### src/rtl/csvt_pkg.sv
// Shared types and constants of the CSV cell tokenizer.
package csvt_pkg;

   // Byte values with a fixed meaning
   localparam logic [7:0] CHAR_QUOTE     = 8'h22;
   localparam logic [7:0] CHAR_COMMA     = 8'h2C;
   localparam logic [7:0] LINE_END_RESET = 8'd13;

   // Default column count; the column index itself is always 8 bits
   localparam int unsigned MAX_COLUMNS_DEFAULT = 256;
   localparam int unsigned COL_W = 8;

   // Quote tracking state
   typedef enum logic [1:0] {
      MODE_UNQUOTED = 2'd0,
      MODE_QUOTED   = 2'd1,
      MODE_PENDING  = 2'd2
   } quote_mode_type;

   // Result kinds
   typedef enum logic [1:0] {
      KIND_CHAR     = 2'd0,
      KIND_CELL_END = 2'd1,
      KIND_ROW_END  = 2'd2
   } kind_type;

   // Parser state carried from byte to byte
   typedef struct packed {
      quote_mode_type     mode;
      logic [COL_W-1:0]   column;
      logic               row_open;
   } parse_state_type;

   // One result item
   typedef struct packed {
      kind_type           kind;
      logic [7:0]         data_byte;
      logic [COL_W-1:0]   column_index;
      logic               last_of_run;
   } result_type;

endpackage

### src/rtl/csvt_step.sv
// Per-byte parsing logic: next parser state and up to two result items.
module csvt_step
   import csvt_pkg::*;
#(
   parameter int unsigned MAX_COLUMNS = MAX_COLUMNS_DEFAULT
) (
   input  parse_state_type  cur_st,
   input  logic [7:0]       line_end_char,
   input  logic [7:0]       byte_in,
   input  logic             end_of_text,
   output parse_state_type  next_st,
   output result_type       res0,
   output result_type       res1,
   output logic [1:0]       res_count
);

   // Highest column reachable: smaller of MAX_COLUMNS-1 and 255
   localparam int unsigned ColLimitInt = (MAX_COLUMNS - 1 > 255) ? 255 : (MAX_COLUMNS - 1);
   localparam logic [COL_W-1:0] ColLimit = COL_W'(ColLimitInt);

   logic             is_quote;
   logic             is_comma;
   logic             is_line_end;
   logic [COL_W-1:0] col_inc;
   parse_state_type  mid_st;
   result_type       r0;
   result_type       r1;
   logic             r0_valid;
   logic             r1_valid;

   assign is_quote    = (byte_in == CHAR_QUOTE);
   assign is_comma    = (byte_in == CHAR_COMMA);
   assign is_line_end = (byte_in == line_end_char);
   assign col_inc     = (cur_st.column < ColLimit) ? cur_st.column + COL_W'(1) : cur_st.column;

   // Next state after the byte itself, before end-of-text handling
   always_comb begin
      mid_st = cur_st;
      if (cur_st.mode == MODE_PENDING && is_quote) begin
         mid_st.mode     = MODE_QUOTED;
         mid_st.row_open = 1'b1;
      end else if (cur_st.mode == MODE_QUOTED) begin
         if (is_quote) begin
            mid_st.mode = end_of_text ? MODE_UNQUOTED : MODE_PENDING;
         end
         mid_st.row_open = 1'b1;
      end else begin
         mid_st.mode = MODE_UNQUOTED;
         if (is_quote) begin
            mid_st.mode     = MODE_QUOTED;
            mid_st.row_open = 1'b1;
         end else if (is_comma) begin
            mid_st.column   = col_inc;
            mid_st.row_open = 1'b1;
         end else if (is_line_end) begin
            mid_st.column   = '0;
            mid_st.row_open = 1'b0;
         end else begin
            mid_st.row_open = 1'b1;
         end
      end
   end

   // End of text puts the parser back to its start state
   always_comb begin
      next_st = mid_st;
      if (end_of_text) begin
         next_st.mode     = MODE_UNQUOTED;
         next_st.column   = '0;
         next_st.row_open = 1'b0;
      end
   end

   // Result items
   always_comb begin
      r0_valid        = 1'b0;
      r0.kind         = KIND_CHAR;
      r0.data_byte    = '0;
      r0.column_index = cur_st.column;
      if (cur_st.mode == MODE_PENDING && is_quote) begin
         r0_valid     = 1'b1;
         r0.data_byte = CHAR_QUOTE;
      end else if (cur_st.mode == MODE_QUOTED) begin
         if (!is_quote) begin
            r0_valid     = 1'b1;
            r0.data_byte = byte_in;
         end
      end else if (!is_quote) begin
         r0_valid = 1'b1;
         if (is_comma) begin
            r0.kind = KIND_CELL_END;
         end else if (is_line_end) begin
            r0.kind = KIND_ROW_END;
         end else begin
            r0.data_byte = byte_in;
         end
      end

      // open row closed at the end of the text
      r1_valid        = end_of_text && mid_st.row_open;
      r1.kind         = KIND_ROW_END;
      r1.data_byte    = '0;
      r1.column_index = mid_st.column;
      r1.last_of_run  = 1'b1;
      r0.last_of_run  = !r1_valid;
   end

   // Pack valid results to the front
   assign res0      = r0_valid ? r0 : r1;
   assign res1      = r1;
   assign res_count = {1'b0, r0_valid} + {1'b0, r1_valid};

endmodule

### src/rtl/csv_cell_tokenizer_unit.sv
// Top level of the CSV cell tokenizer: input register, parser state, result queue.
//
// Usage
//   req_*  : one CSV text byte per item; req_tlast marks the last byte of a text.
//   rsp_*  : result items; rsp_tuser is the kind (char, cell end, row end),
//            rsp_tdata carries the character and the column, rsp_tlast marks
//            the final result caused by one input byte.
//   csr_*  : write of the line-end byte, taken whenever csr_wr_en is high;
//            write it only while no item is in flight.
// An accepted item is held in the input register and parsed from there into
// a two-entry result queue, from which its first result is offered.
// Throughput: one byte per cycle while the receiver takes every result and
// each byte gives at most one result; a byte that gives two results (row
// closed at end of text) occupies the result port for both and can hold
// the input back. An opening quote, or a quote that closes a quoted cell,
// gives none. The rate is set by the result queue: a byte is parsed only
// when the queue has room for all its results, which keeps req_tready free
// of rsp_tready.
// Reset: synchronous; clears the parser state, empties the queue and loads
// the line-end byte with carriage return. When the receiver stalls the queue
// fills, the input register holds its byte and req_tready drops.
module csv_cell_tokenizer_unit
   import csvt_pkg::*;
#(
   parameter int unsigned MAX_COLUMNS = MAX_COLUMNS_DEFAULT
) (
   input  logic         clock,
   input  logic         reset,
   // configuration
   input  logic         csr_wr_en,
   input  logic [7:0]   csr_wr_data,     // line_end_char
   // byte input
   input  logic         req_tvalid,
   output logic         req_tready,
   input  logic [7:0]   req_tdata,       // [7:0] byte_in
   input  logic         req_tlast,       // end_of_text
   // results
   output logic         rsp_tvalid,
   input  logic         rsp_tready,
   output logic [15:0]  rsp_tdata,       // [7:0] data_byte, [15:8] column_index
   output logic [1:0]   rsp_tuser,       // [1:0] kind
   output logic         rsp_tlast        // last_of_run
);

   // input register
   logic             in_valid_ff, in_valid_in;
   logic [7:0]       byte_ff;
   logic             eot_ff;
   // configuration register
   logic [7:0]       line_end_ff;
   // parser state
   parse_state_type  state_ff, state_in;
   // result queue
   result_type       q_ff [2];
   logic             head_ff, head_in;
   logic [1:0]       cnt_ff, cnt_in;

   parse_state_type  step_next;
   result_type       res0, res1;
   logic [1:0]       res_count;
   logic             process;
   logic             req_fire;
   logic             rsp_fire;
   logic             wr0_idx, wr1_idx;

   csvt_step #(
      .MAX_COLUMNS (MAX_COLUMNS)
   ) u_step (
      .cur_st        (state_ff),
      .line_end_char (line_end_ff),
      .byte_in       (byte_ff),
      .end_of_text   (eot_ff),
      .next_st       (step_next),
      .res0          (res0),
      .res1          (res1),
      .res_count     (res_count)
   );

   // Parse the held byte when the queue has room for all its results
   assign process    = in_valid_ff && (({1'b0, cnt_ff} + {1'b0, res_count}) <= 3'd2);
   assign req_tready = !in_valid_ff || process;
   assign req_fire   = req_tvalid && req_tready;
   assign rsp_fire   = rsp_tvalid && rsp_tready;

   assign in_valid_in = req_fire ? 1'b1 : (process ? 1'b0 : in_valid_ff);
   assign state_in    = process ? step_next : state_ff;

   // Queue pointers
   assign wr0_idx = head_ff + cnt_ff[0];
   assign wr1_idx = wr0_idx + 1'b1;
   assign head_in = rsp_fire ? head_ff + 1'b1 : head_ff;
   assign cnt_in  = cnt_ff + (process ? res_count : 2'd0) - {1'b0, rsp_fire};

   // Control registers
   always_ff @(posedge clock) begin
      if (reset) begin
         in_valid_ff <= 1'b0;
         state_ff    <= '{mode: MODE_UNQUOTED, column: '0, row_open: 1'b0};
         head_ff     <= 1'b0;
         cnt_ff      <= 2'd0;
         line_end_ff <= LINE_END_RESET;
      end else begin
         in_valid_ff <= in_valid_in;
         state_ff    <= state_in;
         head_ff     <= head_in;
         cnt_ff      <= cnt_in;
         if (csr_wr_en) begin
            line_end_ff <= csr_wr_data;
         end
      end
   end

   // Payload registers
   always_ff @(posedge clock) begin
      if (req_fire) begin
         byte_ff <= req_tdata;
         eot_ff  <= req_tlast;
      end
      if (process && res_count != 2'd0) begin
         q_ff[wr0_idx] <= res0;
      end
      if (process && res_count == 2'd2) begin
         q_ff[wr1_idx] <= res1;
      end
   end

   // Result port
   assign rsp_tvalid = (cnt_ff != 2'd0);
   assign rsp_tdata  = {q_ff[head_ff].column_index, q_ff[head_ff].data_byte};
   assign rsp_tuser  = q_ff[head_ff].kind;
   assign rsp_tlast  = q_ff[head_ff].last_of_run;

   // Checks
   a_queue_bound : assert property (@(posedge clock) disable iff (reset)
      cnt_ff <= 2'd2)
      else $error("result queue overfilled");

   a_eot_restart : assert property (@(posedge clock) disable iff (reset)
      process && eot_ff |=> state_ff.mode == MODE_UNQUOTED && state_ff.column == '0
                            && !state_ff.row_open)
      else $error("parser not back at start after end of text");

   a_mode_legal : assert property (@(posedge clock) disable iff (reset)
      state_ff.mode == MODE_UNQUOTED || state_ff.mode == MODE_QUOTED
      || state_ff.mode == MODE_PENDING)
      else $error("illegal quote mode");

   a_pending_no_eot : assert property (@(posedge clock) disable iff (reset)
      state_ff.mode == MODE_PENDING |-> state_ff.row_open)
      else $error("pending quote outside an open row");

endmodule

### config.mk
export PLATFORM = sky130hd
export DESIGN_NAME = csv_cell_tokenizer_unit
export DESIGN_NICKNAME = d
export VERILOG_FILES = /design/src/rtl/csvt_pkg.sv /design/src/rtl/csvt_step.sv /design/src/rtl/csv_cell_tokenizer_unit.sv
export SDC_FILE = /design/constraint.sdc
export NUM_CORES = 1
export LEC_CHECK = 0
export BUFFER_PORTS_ARGS = -buffer_cell sky130_fd_sc_hd__buf_2
export CELL_PAD_IN_SITES_DETAIL_PLACEMENT = 1
export CELL_PAD_IN_SITES_GLOBAL_PLACEMENT = 2
export CORE_MARGIN = 3
export CORE_UTILIZATION = 36
export CTS_CLUSTER_DIAMETER = 120
export DETAILED_ROUTE_END_ITERATION = 12
export GPL_TIMING_DRIVEN = 0
export PLACE_DENSITY_LB_ADDON = 0.1
export SLEW_MARGIN = 20
export SYNTH_ARGS = -nofsm -noshare
export SYNTH_HDL_FRONTEND = slang
export SYNTH_SLANG_ARGS = --single-unit
### constraint.sdc
create_clock -name clock -period 6.4 [get_ports clock]
set_input_delay 1.92 -clock clock [delete_from_list [all_inputs] [get_ports clock]]
set_output_delay 1.92 -clock clock [all_outputs]
set_load 0.02 [all_outputs]
==> results.cfg, run 1 <==
[drt]
met1Wirelength_um = 4900
drtIter0Drc = 110
drc = 0
first_pass_iters = 4
num_vias = 3017
drt_wl_total_um = 10200
highest_layer = met4
wl_met3_um = 451
routed-wl-met2_um = 4720
detail-route-antenna-nets = 0
wl_per_cell_um = 18.0
vias_per_cell = 5.35

[synth]
synth_area_leader_cell = dfxtp_1
synth_edf_count = 25
synth_top_flop_cell = dfxtp_1
synth.most_common_cell = nand2_1
syn_avg_cell_area_um2 = 9.53
synth_top_cells_by_area = dfxtp_1 25%, edfxtp_1 21%, mux2_2 5.9%
synthCells = 378
yosys-top-cells-count = 46 x nand2_1, 45 x dfxtp_1, 27 x nor2_1, 25 x edfxtp_1, 19 x mux2_2
ys_seq_area_share_pct = 45.8
ys_ff_latch = 70
syn-cell-area_mm2 = 0.00360
synth_top_cell_area_share_pct = 25.0
synth.net_count = 408
yosysWarnings = 0
ys_async_sr_fraction_pct = 0
synthDistinctLibCells = 59

[power]
ir_worst_vdd_mv = 0.146
p_leak_nw = 1.60
power.density_mw_per_mm2 = 387

[clock_tree]
numCtsBuffers = 9
cts_buffer_depth = 2
clkTransAtPathRegs_ns = 0.08
cts_resized = 0
clk_latency_ns = 0.35
h-tree-depth = 3
cts_tree = built
cts_hold_buffers = 0
postCtsSetupRepairBufs = 0
clock-sinks = 70
root_buffer = clkbuf_8

[placement]
dpl.hpwl_um = 7680
place_congestion = 0.863
dp.cells = 548
port_buffers = 41

[global_route]
grt_pass1_wl_um = 16300
overflow = 0
grt_util_all_layers_pct = 18.7
antenna_found_initial = 0
grt_start_max_net_pins = 13
grt_pass1_vias = 3015

[worst_hold_path]
worst_hold_path_type = reg -> reg
min-delay-start = q_ff[1][17]$_SDFFE_PP0P_

[timing]
clock-skew-final_ns = 0.00707
rsz0062_at_grt = no
setup_viol = 0
fmax_ghz = 0.165
hold_violations = 0
max_slew_margin_pct = 60.7
slew_violations = 0
tns_ns = 0
fin_crit_ns = 6.07
period_share_pct = 94.9
worstMarginPinSlew_ns = 0.587

[job]
drv_cap = 0

[finish]
instances_no_fill = 564
final_nets = 460
syn2layout_area_growth_pct = 16.8
final_util_pct = 44.3
diodes = 0
layout-drive-gt1-share_pct = 21.6

[die]
fp.dieW_um = 106
io_pins = 43
initial_core_util_pct = 37.9
die_h_um = 106
std_cell_rows = 35
die_area_mm2 = 0.0112
coreArea_mm2 = 0.00950

[critical_path]
end_kind = primary output
worstPathMaxFanout = 10
cp.arrival_ns = 4.15
worst-r2r-setup-slack_ns = 1.13
start_kind = register
reg2reg_from = byte_ff[4]$_DFFE_PP_
crit_type = reg -> out
startpoint = byte_ff[4]$_DFFE_PP_
cp.required_ns = 4.48

[run_status]
status = finished, final reports clean
## routing by layer
metal | global-route usage [%] | up-vias
li1 | - | 1482
met1 | 25.8 | 1455
met2 | 30.2 | 72
met3 | 4.25 | 8
met4 | 3.33 | 0
met5 | 0 | -
## cells by family after synthesis
logic type,synth area share (%)
flops,45.8
mux,8.72
xor+xnor,3.65
compound gates,14.4
fa+ha+maj,2.99
buf+inv,3.89
simple gates,20.6
## registers in the layout, indices dropped and copies added (netlist names), named ones only
name         cells
byte_ff          8
cnt_ff           2
state_ff        10
eot_ff           1
in_valid_ff      1
head_ff          1
q_ff            38
line_end_ff      8
## cells in the final DEF (no fill, tap or decap), types with 7 or more instances in the layout
cell       n
a21oi_1   13
a22o_1     8
a31oi_1    8
and2_1     7
buf_2     48
clkbuf_1  16
clkbuf_8   9
dfxtp_1   45
edfxtp_1  25
ha_1       7
inv_1     10
mux2_2    19
mux2i_1   10
nand2_1   46
nand3_1   15
nand4_1    7
nor2_1    27
nor4_1     7
o21ai_0   15
o21ai_1    9
xor2_1    10
## critical path: stages, from the launching register on
cell,delay (ns)
edfxtp_1,0.50
or4b_4,0.60
nor3_4,0.36
nor2_2,0.19
nand3_4,0.18
and2_1,0.20
inv_1,0.06
ha_1,0.29
ha_1,0.20
fa_1,0.45
a21oi_1,0.39
nand2b_1,0.20
buf_2,0.17
## final cells by class
class | instances | area, µm²
buffer | 23 | 95.1
tap | 129 | 161
fill | 1123 | 5300
clock buffer | 10 | 128
sequential | 70 | 1650
inverter | 12 | 45.0
clock inverter | 6 | 110
timing repair buffer | 41 | 205
multi-input combinational | 273 | 1810
## per-stage QoR
step	instance area (µm²)	total power [mW]	worst slack, ns	hold slack (ns)
after floorplan	3600	1.03	1.25	0.420
after global placement	3970	1.19	0.728	0.432
after detailed placement	3970	1.21	0.670	0.445
after CTS	4210	1.65	0.265	0.464
after global routing	4210	1.73	0.00787	0.494
final	4210	1.63	0.328	0.462
## path summary, 6_finish.rpt
kind	cells after the start	to
worst min-delay path	2	q_ff[1][17]$_SDFFE_PP0P_
worst max-delay path	12	req_tready
worst max register to register	17	q_ff[1][8]$_DFFE_PP_
worst min register to register	2	q_ff[1][17]$_SDFFE_PP0P_
## power breakdown
part           total (mW)  switching, mW  internal, mW
registers           0.636         0.0593         0.577
logic               0.557          0.337         0.220
clock network       0.434          0.176         0.259
(Power assumes the default switching activity.)
==> run 2: changes to the inputs <==
CORE_UTILIZATION = 40   (was 36)
SYNTH_HIERARCHICAL = 1   (was unset)
==> results.cfg, run 2 <==
[run_status]
status = finished, final reports clean

[power]
p_leak_nw = 1.81
ir_worst_vdd_mv = 0.180
power.density_mw_per_mm2 = 278

[clock_tree]
h-tree-depth = 3
postCtsSetupRepairBufs = 0
clk_latency_ns = 0.35
cts_tree = built
cts_buffer_depth = 2
cts_hold_buffers = 0
clkTransAtPathRegs_ns = 0.07
root_buffer = clkbuf_8
cts_resized = 0
clock-sinks = 70
numCtsBuffers = 9

[die]
die_area_mm2 = 0.0113
fp.dieW_um = 106
initial_core_util_pct = 42.3
io_pins = 43
die_h_um = 106
std_cell_rows = 35
coreArea_mm2 = 0.00950

[critical_path]
slowest_delay_ns = 0.56
path_buf_inv = 1
cpLargestDelayFamily = simple AND/OR/NAND/NOR gates
worstPathMaxFanout = 7
start_kind = register
cp_slowest_cell = fa_1
cp.required_ns = 4.48
end_kind = primary output
cp.arrival_ns = 3.79
crit_chain = nor4b_1 -> nand3_1 -> nand2_1 -> nor2_2 -> nor2_1 -> ha_1 -> ha_1 -> fa_1 -> a21o_1 -> nand2_1 -> buf_2
crit_type = reg -> out

[finish]
multi_input_area_mm2 = 0.00197
largest_register_ffs = 38
diodes = 0
regMostFlops = q_ff
instances_no_fill = 545
fillers = 1059
final-seq-area_mm2 = 0.00187
syn2layout_area_growth_pct = 15.1
final_cell_mix = 47 x mux2_2, 47 x edfxtp_1, 45 x buf_2
final_nets = 440
layout-drive-gt1-share_pct = 34.9
reg_top3 = q_ff (38), state_ff (10)

[timing]
worstMarginPinSlew_ns = 0.646
fin_crit_ns = 5.71
tns_ns = 0
rsz0062_at_grt = no
setup_viol = 0
period_share_pct = 89.3
fmax_ghz = 0.175
max_slew_margin_pct = 56.9
slew_violations = 0
hold_violations = 0
whs_ns = 0.520
clock-skew-final_ns = 0.0138

[synth]
syn_avg_cell_area_um2 = 11.6
yosysWarnings = 6
synthCells = 347
syn-cell-area_mm2 = 0.00402

[placement]
dp.cells = 529
dpl.hpwl_um = 7050
place_congestion = 0.765
port_buffers = 42

[drt]
drc = 0
detail-route-antenna-nets = 0
vias_per_cell = 5.16
drt_wl_total_um = 9280
first_pass_iters = 5
num_vias = 2814
wl_per_cell_um = 17.0
drtIter0Drc = 121

[global_route]
overflow = 0
grt_pass1_vias = 2955
grt_pass1_wl_um = 15400
grt_start_max_net_pins = 12
antenna_found_initial = 0
grt_util_all_layers_pct = 17.3

[worst_hold_path]
worst_hold_path_type = reg -> reg

[job]
drv_cap = 0
==> run 2: power breakdown <==
group	internal, mW	switching (mW)	leakage (nW)
Sequential	0.542	0.0272	0.628
Clock	0.151	0.160	0.0844
Combinational	0.170	0.233	1.09
Total	0.862	0.420	1.81
==> run 2: cell type report <==
type,instances,share of cell area (%)
Tap cell,129,3.49
Clock buffer,14,3.30
Timing Repair Buffer,44,5.04
Multi-Input combinational cell,247,42.7
Inverter,4,0.325
Sequential cell,70,40.5
Clock inverter,2,0.217
Buffer,35,4.41
==> run 2: path summary, 6_finish.rpt <==
| kind | start | to | slack [ns] | cells past startpoint |
|---|---|---|---|---|
| worst max-delay path | byte_ff[2]$_DFFE_PP_ | req_tready | 0.69 | 11 |
| worst min-delay path | state_ff[10]$_SDFFE_PP0N_ | state_ff[10]$_SDFFE_PP0N_ | 0.52 | 2 |
| worst max register to register | byte_ff[2]$_DFFE_PP_ | cnt_ff[1]$_SDFF_PP0_ | 1.49 | 17 |
| worst min register to register | state_ff[10]$_SDFFE_PP0N_ | state_ff[10]$_SDFFE_PP0N_ | 0.52 | 2 |
==> run 2: worst reg2reg max path, cell delays in order, from the launching register on <==
cell and delay, ns:
edfxtp_1 0.51, nor4b_1 0.54, nand3_1 0.23, nand2_1 0.30, nor2_2 0.15, nor2_1 0.18, ha_1 0.36, ha_1 0.24
fa_1 0.50, a21oi_4 0.27, clkbuf_1 0.38, nand3_1 0.13, ha_1 0.30, inv_1 0.06, ha_1 0.14, xnor3_1 0.24
a31o_2 0.22, a21oi_1 0.11
==> run 2: layer usage <==
metal	vias to the layer above	GRT usage, %	wire length (µm)
met4	0	5.83	112
met1	1379	22.0	4360
met2	44	29.6	4520
li1	1382	-	-
met5	-	0	0
met3	9	3.28	300
==> run 2: metrics by stage <==
stage               setup slack (ns)  util (%)  power (mW)  cell area (µm²)
floorplan                       1.55         -       0.867             4050
global placement               0.122      46.5       0.966             4420
detailed placement              1.05      46.9       0.987             4460
CTS                            0.656      48.6        1.30             4620
global route                   0.289      48.6        1.35             4620
finish                         0.687      48.6        1.28             4620
==> run 3: changes to the inputs <==
BUFFER_PORTS_ARGS = unset   (was -buffer_cell sky130_fd_sc_hd__buf_2)
CORE_UTILIZATION = 43   (was 40)
DONT_BUFFER_PORTS = 1   (was unset)
GPL_TIMING_DRIVEN = unset   (was 0)
==> results.cfg, run 3 (synthesis results as in run 2) <==
[critical_path]
cp.arrival_ns = 3.87
path_buf_inv = 0
cp.required_ns = 4.48
r2r.worst_path.cells = 16
r2r_end = cnt_ff[1]$_SDFF_PP0_
worstPathMaxFanout = 12
slowest_delay_ns = 0.56
worst-r2r-setup-slack_ns = 1.77
crit_type = reg -> out
reg2reg_from = byte_ff[2]$_DFFE_PP_
crit_chain = nor4b_1 -> nand3_1 -> nand2_1 -> nor2_2 -> nor2_1 -> ha_1 -> ha_1 -> fa_1 -> a21o_1 -> nand2_1
cpLargestDelayFamily = simple AND/OR/NAND/NOR gates
startpoint = byte_ff[2]$_DFFE_PP_
endpoint = req_tready
start_kind = register
crit_cells = 10
end_kind = primary output
cp_slowest_cell = fa_1

[drt]
detail-route-antenna-nets = 0
num_vias = 2529
drtIter0Drc = 113
drc = 0
drt_wl_total_um = 8760
vias_per_cell = 5.65
first_pass_iters = 4
wl_per_cell_um = 19.5

[clock_tree]
cts_resized = 0
postCtsSetupRepairBufs = 0
cts_buffer_depth = 2
h-tree-depth = 3
clkTransAtPathRegs_ns = 0.08
cts_hold_buffers = 0
clk_latency_ns = 0.35
clock-sinks = 70
root_buffer = clkbuf_8
numCtsBuffers = 9
cts_tree = built

[run_status]
status = finished, final reports clean

[power]
p_leak_nw = 1.57
power.density_mw_per_mm2 = 310
ir_worst_vdd_mv = 0.149

[timing]
fmax_ghz = 0.173
clock-skew-final_ns = 0.0105
max_slew_margin_pct = 35.1
slew_violations = 0
tns_ns = 0
rsz0062_at_grt = no
worstMarginPinSlew_ns = 0.972
setup_viol = 0
fin_crit_ns = 5.79
hold_violations = 0
period_share_pct = 90.5

[placement]
dpl.hpwl_um = 6140
dpl_cell_area_mm2 = 0.00401
port_buffers = 0
place_congestion = 0.785

[die]
std_cell_rows = 34
fp.dieW_um = 103
coreArea_mm2 = 0.00889
die_area_mm2 = 0.0105
die_h_um = 103
io_pins = 43
initial_core_util_pct = 45.2

[global_route]
grt_pass1_vias = 2535
grt_util_all_layers_pct = 17.8
overflow = 0
grt_start_max_net_pins = 24
antenna_found_initial = 0
grt_pass1_wl_um = 14000

[finish]
final_cell_mix = 47 x mux2_2, 47 x edfxtp_1, 23 x dfxtp_1
regMostFlops = q_ff
final_nets = 364
final_area_mm2 = 0.00424
largest_register_ffs = 38
reg_top3 = q_ff (38), state_ff (10)
layout-drive-gt1-share_pct = 26.5
syn2layout_area_growth_pct = 5.70
final_util_pct = 47.7
diodes = 0

[worst_hold_path]
worst_hold_path_type = reg -> reg

[job]
drv_cap = 0
## run 3: changes by cell type in the layout (fill, tap and decap cells not counted)
cell	change
a211oi_2	+1
a211oi_4	-1
buf_1	-1
buf_12	-1
buf_2	-45
buf_4	-9
buf_6	-3
bufinv_16	+1
clkbuf_1	-21
clkbuf_16	+2
clkinv_4	+1
nor2_1	+1
nor2_2	-1
## run 3: worst min-delay path: cells and delay by family, from the launching register on
kind / cells / cell delay, ns
compound gates: 2 / 0.14
flops: 1 / 0.33
## run 3: per-stage QoR
stage / worst slack (ns) / cells / hold WS, ns / total power [mW]
2_1_floorplan: 1.55 / 356 / 0.471 / 0.867
3_3_place_gp: 1.09 / 432 / 0.495 / 0.916
3_5_place_dp: 0.973 / 432 / 0.491 / 0.922
4_1_cts: 0.570 / 448 / 0.504 / 1.34
5_1_grt: 0.309 / 448 / 0.575 / 1.38
6_report: 0.610 / 448 / 0.508 / 1.32
## run 3: how the worst min path moves through the flow
stage / startpoint / endpoint / slack [ns] / cells after the start
4_1_cts: state_ff[9]$_SDFFE_PP0N_ / state_ff[9]$_SDFFE_PP0N_ / 0.50 / 2
3_5_place_dp: state_ff[9]$_SDFFE_PP0N_ / state_ff[9]$_SDFFE_PP0N_ / 0.49 / 2
6_report: state_ff[9]$_SDFFE_PP0N_ / state_ff[9]$_SDFFE_PP0N_ / 0.51 / 2
2_1_floorplan: state_ff[9]$_SDFFE_PP0N_ / state_ff[9]$_SDFFE_PP0N_ / 0.47 / 2
3_3_place_gp: state_ff[9]$_SDFFE_PP0N_ / state_ff[9]$_SDFFE_PP0N_ / 0.50 / 2
5_1_grt: line_end_ff[5]$_SDFFE_PP0P_ / line_end_ff[5]$_SDFFE_PP0P_ / 0.57 / 2
## run 3: power by group
group          switching [mW]  internal [mW]
Combinational           0.191          0.128
Clock                   0.174          0.237
Sequential             0.0462          0.542
## run 3: final cells by class
cell class	count	area (µm²)
clock buffer	12	188
clock inverter	4	48.8
fill	920	4650
inverter	4	15.0
multi-input combinational	247	1960
sequential	70	1870
tap	108	135
timing repair buffer	3	22.5
## run 3: metal layers
layer	routed length, µm	up-vias	track usage, %
met1	4160	1240	24.7
met2	4070	51	27.2
met3	420	8	4.80
met4	112	0	5.75
met5	0	-	0
li1	-	1230	-
